$ cat src/design/vde_pkg.sv
// Shared types, constants and a helper function for the version directive extractor.
`default_nettype none
package vde_pkg;

  localparam int unsigned ChW       = 8;
  localparam int unsigned VerW      = 16;
  localparam int unsigned TokPosW   = 3;
  localparam int unsigned DigW      = 4;
  localparam int unsigned ProdW     = VerW + 4;
  localparam logic [VerW-1:0] MinVersion = VerW'(100);
  localparam logic [VerW-1:0] MaxVersion = {VerW{1'b1}};

  localparam logic [ChW-1:0] ChSpace = 8'h20;
  localparam logic [ChW-1:0] ChTab   = 8'h09;
  localparam logic [ChW-1:0] ChLf    = 8'h0a;
  localparam logic [ChW-1:0] ChVt    = 8'h0b;
  localparam logic [ChW-1:0] ChFf    = 8'h0c;
  localparam logic [ChW-1:0] ChCr    = 8'h0d;
  localparam logic [ChW-1:0] ChSlash = 8'h2f;
  localparam logic [ChW-1:0] ChStar  = 8'h2a;
  localparam logic [ChW-1:0] ChHash  = 8'h23;
  localparam logic [ChW-1:0] ChPlus  = 8'h2b;
  localparam logic [ChW-1:0] ChMinus = 8'h2d;
  localparam logic [ChW-1:0] ChZero  = 8'h30;
  localparam logic [ChW-1:0] ChNine  = 8'h39;

  typedef enum logic [3:0] {
    PH_PLAIN,
    PH_SLASH,
    PH_LINE,
    PH_BLOCK,
    PH_BLOCK_STAR,
    PH_TOKEN,
    PH_NUM_WS,
    PH_NUM_SIGN,
    PH_NUM_DIG,
    PH_DONE
  } phase_t;

  typedef struct packed {
    logic [ChW-1:0]  ch;
    logic            last;
    logic            blank;
    logic            cspace;
    logic            slash;
    logic            star;
    logic            lf;
    logic            hash;
    logic            plus;
    logic            minus;
    logic            digit;
    logic [DigW-1:0] dval;
  } chr_t;

  function automatic logic [ChW-1:0] token_char(input logic [TokPosW-1:0] pos);
    logic [ChW-1:0] c;
    unique case (pos)
      3'd0: c = ChHash;
      3'd1: c = 8'h76;
      3'd2: c = 8'h65;
      3'd3: c = 8'h72;
      3'd4: c = 8'h73;
      3'd5: c = 8'h69;
      3'd6: c = 8'h6f;
      3'd7: c = 8'h6e;
      default: c = ChHash;
    endcase
    return c;
  endfunction

endpackage
`default_nettype wire

$ cat src/design/vde_front.sv
// Front stage: takes input words, classifies each character and holds it for the queue.
`default_nettype none
module vde_front
  import vde_pkg::*;
(
  input  wire logic           clk,
  input  wire logic           rst_n,
  input  wire logic           in_valid,
  output logic                in_stall,
  input  wire logic [ChW-1:0] in_ch,
  input  wire logic           in_last,
  output logic                push,
  output chr_t                push_item,
  input  wire logic           q_full
);

  logic valid_r;
  logic valid_nxt;
  chr_t item_r;
  chr_t item_nxt;

  assign in_stall  = valid_r & q_full;
  assign push      = valid_r & ~q_full;
  assign push_item = item_r;

  always_comb begin
    item_nxt.ch     = in_ch;
    item_nxt.last   = in_last;
    item_nxt.lf     = (in_ch == ChLf);
    item_nxt.blank  = (in_ch == ChSpace) || (in_ch == ChTab) || (in_ch == ChCr) ||
                      (in_ch == ChLf);
    item_nxt.cspace = item_nxt.blank || (in_ch == ChVt) || (in_ch == ChFf);
    item_nxt.slash  = (in_ch == ChSlash);
    item_nxt.star   = (in_ch == ChStar);
    item_nxt.hash   = (in_ch == ChHash);
    item_nxt.plus   = (in_ch == ChPlus);
    item_nxt.minus  = (in_ch == ChMinus);
    item_nxt.digit  = (in_ch >= ChZero) && (in_ch <= ChNine);
    item_nxt.dval   = DigW'(in_ch - ChZero);
    valid_nxt       = in_stall ? valid_r : in_valid;
  end

  always_ff @(posedge clk) begin
    if (!rst_n) begin
      valid_r <= 1'b0;
    end else begin
      valid_r <= valid_nxt;
    end
  end

  always_ff @(posedge clk) begin
    if (!in_stall) begin
      item_r <= item_nxt;
    end
  end

endmodule
`default_nettype wire

$ cat src/design/vde_fifo.sv
// Two-entry queue of classified characters between the front and the back stages.
`default_nettype none
module vde_fifo
  import vde_pkg::*;
(
  input  wire logic clk,
  input  wire logic rst_n,
  input  wire logic push,
  input  wire chr_t push_item,
  output logic      full,
  input  wire logic pop,
  output logic      empty,
  output chr_t      head
);

  chr_t       mem_r [2];
  logic       wr_ptr_r;
  logic       wr_ptr_nxt;
  logic       rd_ptr_r;
  logic       rd_ptr_nxt;
  logic [1:0] count_r;
  logic [1:0] count_nxt;
  logic       do_push;
  logic       do_pop;

  assign full    = (count_r == 2'd2);
  assign empty   = (count_r == 2'd0);
  assign head    = mem_r[rd_ptr_r];
  assign do_push = push & ~full;
  assign do_pop  = pop & ~empty;

  always_comb begin
    wr_ptr_nxt = wr_ptr_r ^ do_push;
    rd_ptr_nxt = rd_ptr_r ^ do_pop;
    count_nxt  = count_r + 2'(do_push) - 2'(do_pop);
  end

  always_ff @(posedge clk) begin
    if (!rst_n) begin
      wr_ptr_r <= 1'b0;
      rd_ptr_r <= 1'b0;
      count_r  <= 2'd0;
    end else begin
      wr_ptr_r <= wr_ptr_nxt;
      rd_ptr_r <= rd_ptr_nxt;
      count_r  <= count_nxt;
    end
  end

  always_ff @(posedge clk) begin
    if (do_push) begin
      mem_r[wr_ptr_r] <= push_item;
    end
  end

endmodule
`default_nettype wire

$ cat src/design/vde_back.sv
// Back stage: runs the scanner on queued characters and holds the result word.
`default_nettype none
module vde_back
  import vde_pkg::*;
(
  input  wire logic            clk,
  input  wire logic            rst_n,
  input  wire logic            q_empty,
  input  wire chr_t            head,
  output logic                 pop,
  output logic                 out_valid,
  input  wire logic            out_stall,
  output logic [VerW-1:0]      out_version,
  output logic                 out_found
);

  phase_t               phase_r;
  phase_t               phase_nxt;
  logic [TokPosW-1:0]   pos_r;
  logic [TokPosW-1:0]   pos_nxt;
  logic                 neg_r;
  logic                 neg_nxt;
  logic [VerW-1:0]      accum_r;
  logic [VerW-1:0]      accum_nxt;
  logic                 got_r;
  logic                 got_nxt;
  logic                 ovalid_r;
  logic                 ovalid_nxt;
  logic [VerW-1:0]      over_r;
  logic [VerW-1:0]      over_nxt;
  logic                 ofound_r;
  logic                 ofound_nxt;
  logic [ProdW-1:0]     prod;
  logic [VerW-1:0]      sat;
  logic                 tok_hit;
  logic                 take_digit;
  phase_t               scan_nxt;

  assign pop         = ~q_empty & (~ovalid_r | ~out_stall);
  assign out_valid   = ovalid_r;
  assign out_version = over_r;
  assign out_found   = ofound_r;

  always_comb begin
    prod = ({4'd0, accum_r} << 3) + ({4'd0, accum_r} << 1) + {{(ProdW - DigW){1'b0}}, head.dval};
    sat  = (prod > {4'd0, MaxVersion}) ? MaxVersion : prod[VerW-1:0];
    tok_hit = (head.ch == token_char(pos_r));
  end

  always_comb begin
    scan_nxt = phase_r;
    unique case (phase_r)
      PH_PLAIN: begin
        if (head.slash) begin
          scan_nxt = PH_SLASH;
        end else if (!head.blank) begin
          scan_nxt = head.hash ? PH_TOKEN : PH_DONE;
        end
      end
      PH_SLASH: begin
        if (head.slash) begin
          scan_nxt = PH_LINE;
        end else if (head.star) begin
          scan_nxt = PH_BLOCK;
        end else begin
          scan_nxt = PH_DONE;
        end
      end
      PH_LINE: begin
        if (head.lf) begin
          scan_nxt = PH_PLAIN;
        end
      end
      PH_BLOCK: begin
        if (head.star) begin
          scan_nxt = PH_BLOCK_STAR;
        end
      end
      PH_BLOCK_STAR: begin
        if (head.slash) begin
          scan_nxt = PH_PLAIN;
        end else if (!head.star) begin
          scan_nxt = PH_BLOCK;
        end
      end
      PH_TOKEN: begin
        if (!tok_hit) begin
          scan_nxt = PH_DONE;
        end else if (pos_r == {TokPosW{1'b1}}) begin
          scan_nxt = PH_NUM_WS;
        end
      end
      PH_NUM_WS: begin
        if (head.plus || head.minus) begin
          scan_nxt = PH_NUM_SIGN;
        end else if (head.digit) begin
          scan_nxt = PH_NUM_DIG;
        end else if (!head.cspace) begin
          scan_nxt = PH_DONE;
        end
      end
      PH_NUM_SIGN, PH_NUM_DIG: begin
        scan_nxt = head.digit ? PH_NUM_DIG : PH_DONE;
      end
      default: begin
        scan_nxt = PH_DONE;
      end
    endcase
    phase_nxt = phase_r;
    if (pop) begin
      phase_nxt = head.last ? PH_PLAIN : scan_nxt;
    end
  end

  always_comb begin
    pos_nxt    = pos_r;
    neg_nxt    = neg_r;
    accum_nxt  = accum_r;
    got_nxt    = got_r;
    ovalid_nxt = ovalid_r & out_stall;
    over_nxt   = over_r;
    ofound_nxt = ofound_r;
    take_digit = head.digit && ((phase_r == PH_NUM_WS) || (phase_r == PH_NUM_SIGN) ||
                                (phase_r == PH_NUM_DIG));
    if (pop) begin
      if ((phase_r == PH_PLAIN) && head.hash) begin
        pos_nxt = TokPosW'(1);
      end
      if ((phase_r == PH_TOKEN) && tok_hit) begin
        pos_nxt = pos_r + TokPosW'(1);
      end
      if ((phase_r == PH_NUM_WS) && head.minus) begin
        neg_nxt = 1'b1;
      end
      if (take_digit) begin
        accum_nxt = sat;
        got_nxt   = 1'b1;
      end
      if (head.last) begin
        ovalid_nxt = 1'b1;
        ofound_nxt = got_nxt;
        over_nxt   = (got_nxt && !neg_nxt && (accum_nxt > MinVersion)) ? accum_nxt : MinVersion;
        pos_nxt    = '0;
        neg_nxt    = 1'b0;
        accum_nxt  = '0;
        got_nxt    = 1'b0;
      end
    end
  end

  always_ff @(posedge clk) begin
    if (!rst_n) begin
      phase_r  <= PH_PLAIN;
      pos_r    <= '0;
      neg_r    <= 1'b0;
      accum_r  <= '0;
      got_r    <= 1'b0;
      ovalid_r <= 1'b0;
    end else begin
      phase_r  <= phase_nxt;
      pos_r    <= pos_nxt;
      neg_r    <= neg_nxt;
      accum_r  <= accum_nxt;
      got_r    <= got_nxt;
      ovalid_r <= ovalid_nxt;
    end
  end

  always_ff @(posedge clk) begin
    over_r   <= over_nxt;
    ofound_r <= ofound_nxt;
  end

endmodule
`default_nettype wire

$ cat src/design/version_directive_extractor_unit.sv
// Top level of the version directive extractor: front stage, queue and back stage.
//
// The input channel carries one source character per word (in_ch) and a flag,
// in_last, that marks the final character of a text. The result channel carries
// one word per text, on its last character: out_found tells whether a version
// directive with a number was parsed, and out_version gives the larger of 100
// and that number, saturated at 65535.
// A character is classified in the front stage, waits in a two-entry queue and
// is then scanned by the back stage, which updates the scanner state and the
// running number with one multiply-by-ten add per character.
// A last character passes the front-stage register and the queue before the
// back stage registers the result word. Throughput: one character per cycle
// while no result word is stalled, set by the single back-stage scanner update.
// When the receiver stalls, the result word is held and the queue fills; the
// input is stalled only once the queue and the front stage are both full.
// Reset clears the scanner to plain text, empties the queue and drops any
// pending result word.
`default_nettype none
module version_directive_extractor_unit
  import vde_pkg::*;
(
  input  wire logic            clk,
  input  wire logic            rst_n,
  input  wire logic            in_valid,
  output logic                 in_stall,
  input  wire logic [ChW-1:0]  in_ch,
  input  wire logic            in_last,
  output logic                 out_valid,
  input  wire logic            out_stall,
  output logic [VerW-1:0]      out_version,
  output logic                 out_found
);

  logic push;
  chr_t push_item;
  logic q_full;
  logic pop;
  logic q_empty;
  chr_t head;

  vde_front u_front (
    .clk       (clk),
    .rst_n     (rst_n),
    .in_valid  (in_valid),
    .in_stall  (in_stall),
    .in_ch     (in_ch),
    .in_last   (in_last),
    .push      (push),
    .push_item (push_item),
    .q_full    (q_full)
  );

  vde_fifo u_fifo (
    .clk       (clk),
    .rst_n     (rst_n),
    .push      (push),
    .push_item (push_item),
    .full      (q_full),
    .pop       (pop),
    .empty     (q_empty),
    .head      (head)
  );

  vde_back u_back (
    .clk         (clk),
    .rst_n       (rst_n),
    .q_empty     (q_empty),
    .head        (head),
    .pop         (pop),
    .out_valid   (out_valid),
    .out_stall   (out_stall),
    .out_version (out_version),
    .out_found   (out_found)
  );

endmodule
`default_nettype wire

$ cat config.mk
export PLATFORM = sky130hd
export DESIGN_NAME = version_directive_extractor_unit
export DESIGN_NICKNAME = d
export VERILOG_FILES = /design/src/design/vde_pkg.sv /design/src/design/vde_front.sv /design/src/design/vde_fifo.sv /design/src/design/vde_back.sv /design/src/design/version_directive_extractor_unit.sv
export SDC_FILE = /design/constraint.sdc
export NUM_CORES = 1
export LEC_CHECK = 0
export BUFFER_PORTS_ARGS = -buffer_cell sky130_fd_sc_hd__buf_2
export CAP_MARGIN = 40
export CORE_ASPECT_RATIO = 0.6
export CORE_MARGIN = 2
export CORE_UTILIZATION = 55
export CTS_CLUSTER_SIZE = 24
export DETAILED_ROUTE_END_ITERATION = 12
export PLACE_DENSITY = 0.73
export SYNTH_ARGS = -nofsm -noshare
export SYNTH_HDL_FRONTEND = slang
export SYNTH_SLANG_ARGS = --single-unit
$ cat constraint.sdc
create_clock -name clk -period 6.9 [get_ports clk]
set_input_delay 0.69 -clock clk [delete_from_list [all_inputs] [get_ports clk]]
set_output_delay 0.69 -clock clk [all_outputs]
set_load 0.1 [all_outputs]
* Word-level counts from Yosys, hierarchy flattened *
Memory sizes are Yosys's and may differ from the RTL's. A register that Yosys moved wholly into a read port is not among the register bits.
Cells that the tools add are included.

operators by class
  add/subtract/negate cells = 6
  bitwise gates (word level) = 13
  equality and inequality tests = 28
  magnitude comparators = 4
  reduce and logical (&&, ||, !) cells = 23
  mux-type cells = 37

operator list
  operator                                                                             count
  16-bit 2-to-1 mux                                                                    4
  4-bit 2-to-1 mux                                                                     15
  8-bit by 6-bit == test with 1-bit output, second input constant                      6
  8-bit by 4-bit == test with 1-bit output, second input constant                      5
  4-bit one-hot mux with 8 select lines                                                1
  19-bit by 17-bit adder with 20-bit output                                            1
  20-bit by 4-bit adder with 20-bit output                                             1
  20-bit by 16-bit > comparator with 1-bit output, second input constant               1
  4-bit by 3-bit == test with 1-bit output, second input constant                      4
  16-bit by 7-bit > comparator with 1-bit output, second input constant                1
  3-bit 2-to-1 mux                                                                     5
  1-bit 2-to-1 mux                                                                     12
  4-bit by 3-bit != test with 1-bit output, second input constant                      3
  4-bit by 2-bit == test with 1-bit output, second input constant                      2
  8-bit == test                                                                        1
  8-bit by 6-bit greater-or-equal comparator with 1-bit output, second input constant  1
  8-bit by 6-bit less-or-equal comparator with 1-bit output, second input constant     1
  1-bit logical OR                                                                     8
  1-bit logical AND                                                                    7
  7-bit AND reduction                                                                  1
  1-bit AND                                                                            6
  5-bit by 4-bit != test with 1-bit output, second input constant                      1
  4-bit by 1-bit == test with 1-bit output, second input constant                      1
  4-bit == test, second input constant                                                 1
  17 further kinds                                                                     22

storage, ports and cells
  memories kept = 2
  register bits = 70
  memory bits (read-only) = 48
  memory bits (writable) = 44

memories
  memory           depth  width  read ports  clocked after memory_dff  write ports  line            text
  (no name shown)  8      6      1           1                         0            vde_pkg.sv:57   unique case (pos)
  u_fifo.mem_r     2      22     1           1                         1            vde_fifo.sv:16  chr_t mem_r [2];

* Depth between registers and ports, before layout *
  depth after elaboration = 8
  gate-level depth with buffers = 17
  depth with buffers taken out = 15

* Hierarchy *
From an unflattened synthesis, not the netlist that was laid out.

second synthesis, totals
  cells, all modules = 560
  area total of the unflattened synthesis = 6276.0 µm²

modules (own cells, without submodules)
  module     instances  cells each  area each (µm²)
  vde_back   1          413         3624.7
  vde_fifo   1          93          1848.0
  vde_front  1          54          803.3

* Least setup slack after synthesis *
OpenSTA, ideal clock, no wires.

  kind = reg-to-reg
  start point = register (tool-made name)
  end point = register u_back.over_r[4] (netlist: u_back.out_version[4]) (data pin)
  stages on the path, launching flop included = 16
  required time = 6.635 ns
  slack = 1.969 ns
  arrival = 4.666 ns
  buffers on the path = 1
  path through = dfxtp_1 -> buf_1 -> mux2i_1 -> inv_1 -> fa_1 -> fa_1 -> a21o_1 -> a221oi_4 -> nor4_2 -> or4_4 -> a221oi_4 -> o211ai_4 -> or3_4 -> o31a_1 -> a2111oi_2 -> a21oi_1

RTL lines
  what                    line             text
  end signal: assignment  vde_back.sv:170  over_r <= over_nxt;
  end: declaration        vde_back.sv:29   logic [VerW-1:0] over_r;

==> results.tsv <==
metric	value	unit
status	completed	
core_area	10500	um^2
cts-root-buf	clkbuf_16	
fill_cells	856	
dpl.hpwl	10100	um
drt_first_pass_iters	5	
antenna_found_initial	0	
hold_path_class	flip-flop to flip-flop	
criticalPathCategory	flip-flop to flip-flop	
whs_path_depth	0	
post-route-min-period	5220	ps
period_share	75.7	%
reg2reg_to	u_back.out_version[4]$_SDFFCE_PN0P_	
min_from	u_front.push_item[19]$_DFFE_PN_	
netlist_area	5840	um^2
vias	4395	
drt-initial-drc-count	446	
wl	13500	um
rows	29	
internal_power	1.21	mW
nNetsFinal	639	
hold_path_end	u_fifo.mem_r[1][19]$_DFFE_PP_	
tritoncts	yes	
post_cts_resized	0	
timing.hold.ws	459	ps
reg2regPathDepth	14	
synthTopCellsByArea	edfxtp_1, dfxtp_1, ha_1	
p_switching	0.725	mW
antenna_cells	0	
htreeDepth	3	
fin_tns_setup	0	ps
clockBufferDepth	2	
synth-main-ff-cell	edfxtp_1	
path_clk_slew	70	ps
synth_area_leader_cell	edfxtp_1	
finalMaxSlewViolations	0	
die_w	137	um
critPathRequiredTime	6990	ps
hold_buffers	0	
antenna_left	0	
overflow	0	
syn_avg_cell_area	10.5	um^2
slew_headroom	42.4	%
area_growth_syn_to_layout	10.2	%
grt_start_max_net_pins	28	
grt_pass1_vias	4235	
cp.arrival	5310	ps
synth-seq-cells	109	
clk-insertion-delay-late	350	ps
syn_inst	554	
post_drt_wl_per_cell	18.5	um
sw_frac_of_total	37.5	%
fmax	0.191	GHz
syn_nets	611	
grt_pass1_wl	21800	um
dieArea	11500	um^2
cts-buffers-inserted	9	
io_buffers	31	
clock_sinks	109	
cp-start-kind	flip-flop	
cap_violations	0	
power_leakage	2.59	nW
endpoint_kind	flip-flop	
synth_edf_count	71	
synth_cell_type_count	62	
grt_usage	24.8	%
synth_top_cell_area_share	36.5	%
drive_gt1_share	13.8	%
fin_util	61.6	%
powerDensity	301	nW/um^2
pwr-share-seq	43.3	%
r2r_slack	1680	ps
fin_worst_skew	7.96	ps
pwr-share-comb	31.2	%
p_clk_share	25.5	%
worstPathMaxFanout	27	
synth.most_common_cell	edfxtp_1	
rsz0062_at_grt	false	
setup_viol	0	
drc	0	
start_util	55.9	%
cts_setup_buffers	0	
via_per_inst	6.05	
place_congestion	0.969	
yosys_warnings	0	
tightest_slew	865	ps
hold_viol_final	0	
async_flop_share	0	%
synth-seq-area-share	49.5	%
die_y	83.8	um
synthTopCellsByCount	edfxtp_1, nor2_1, a21oi_1	
pin_count	32	
ir_worst_vdd	0.219	mV
## stage by stage
step | area (um^2) | worst slack (ps) | instances | total power [mW]
2_1_floorplan | 5840 | 1970 | 554 | 1.30
3_3_place_gp | 6120 | 1840 | 708 | 1.43
3_5_place_dp | 6140 | 1700 | 709 | 1.45
4_1_cts | 6420 | 1680 | 725 | 1.94
5_1_grt | 6430 | 1300 | 726 | 2.03
6_report | 6430 | 1680 | 726 | 1.94
## worst max-delay path: stages (launching register included)
cell,delay [ps]
dfxtp_1,540
mux2i_1,300
inv_1,80
fa_1,490
fa_1,480
a21o_1,240
a221oi_4,360
nor4_2,110
or4_4,540
a221oi_4,330
o211ai_4,300
or3_4,480
o31a_1,250
a2111oi_2,330
a21oi_1,130
## area by class of cell
type | count | area [um^2] | area share (%)
Multi-Input combinational cell | 399 | 2780 | 43.1
Timing Repair Buffer | 37 | 215 | 3.34
Inverter | 26 | 97.6 | 1.52
Clock inverter | 7 | 55.1 | 0.856
Clock buffer | 9 | 225 | 3.50
Sequential cell | 109 | 2890 | 45.0
Tap cell | 139 | 174 | 2.70
## power by group through the flow
stage / Clock [mW] / Sequential (mW) / Combinational, mW
final: 0.493 / 0.838 / 0.604
after global routing: 0.531 / 0.847 / 0.654
after CTS: 0.503 / 0.839 / 0.597
after detailed placement: 0 / 0.853 / 0.594
after global placement: 0 / 0.848 / 0.580
after floorplan: 0 / 0.978 / 0.325
## registers in the layout, indices dropped and copies added (netlist names), 2 cells and up, named ones only
signal,count
u_front.push_item,18
u_back.pos_r,3
u_fifo.count_r,2
u_back.accum_r,16
u_fifo.mem_r,36
u_back.out_version,16
u_back.phase_r,4
## routing by layer
metal  GRT usage [%]  vias to the layer above  part of all wire (%)
met5               0                        -                     0
met4            5.81                        0                  0.80
met3            6.62                       16                   8.3
met2            34.2                      179                    42
met1            38.8                     2084                    49
li1                -                     2116                     -
## logic make-up (layout without fill, tap and decap cells)
group	Yosys count	in the layout	share of synthesized area, %
XOR/XNOR	21	21	3.15
flip-flops	109	109	49.5
buffers and inverters	46	79	2.96
AO/OA/AOI/OAI	148	148	17.1
AND/OR/NAND/NOR	165	165	13.8
multiplexers	20	20	3.62
adder cells (fa/ha/maj)	45	45	9.85
## how the worst max path moves through the flow
stage	depth (start not counted)	end	slack, ps
after floorplan	15	u_back.out_version[4]$_SDFFCE_PN0P_	1970
after global placement	14	u_back.out_version[4]$_SDFFCE_PN0P_	1840
after detailed placement	14	u_back.out_version[4]$_SDFFCE_PN0P_	1700
after CTS	14	u_back.out_version[4]$_SDFFCE_PN0P_	1680
after global routing	14	u_back.out_version[1]$_SDFFCE_PN0P_	1300
final	14	u_back.out_version[4]$_SDFFCE_PN0P_	1680
## layout by cell type (no fill, tap or decap), types with 5 or more instances in the layout
master      n
o22a_1      5
dfxtp_1    38
nor2_1     60
mux2_2      9
a21o_1      7
edfxtp_1   71
mux2i_1    11
nand3_1     5
or2_2       6
and3_1      6
xnor2_1     9
clkbuf_16   9
o21ai_0    33
nor4_1      6
nand2_1    41
o211ai_1    5
and2_1      5
ha_1       42
a21oi_1    45
nor3_1     11
buf_2      31
inv_1      25
xor2_1     12
a22oi_1     5
o22ai_1     9
Power figures use the tool's default switching activity.
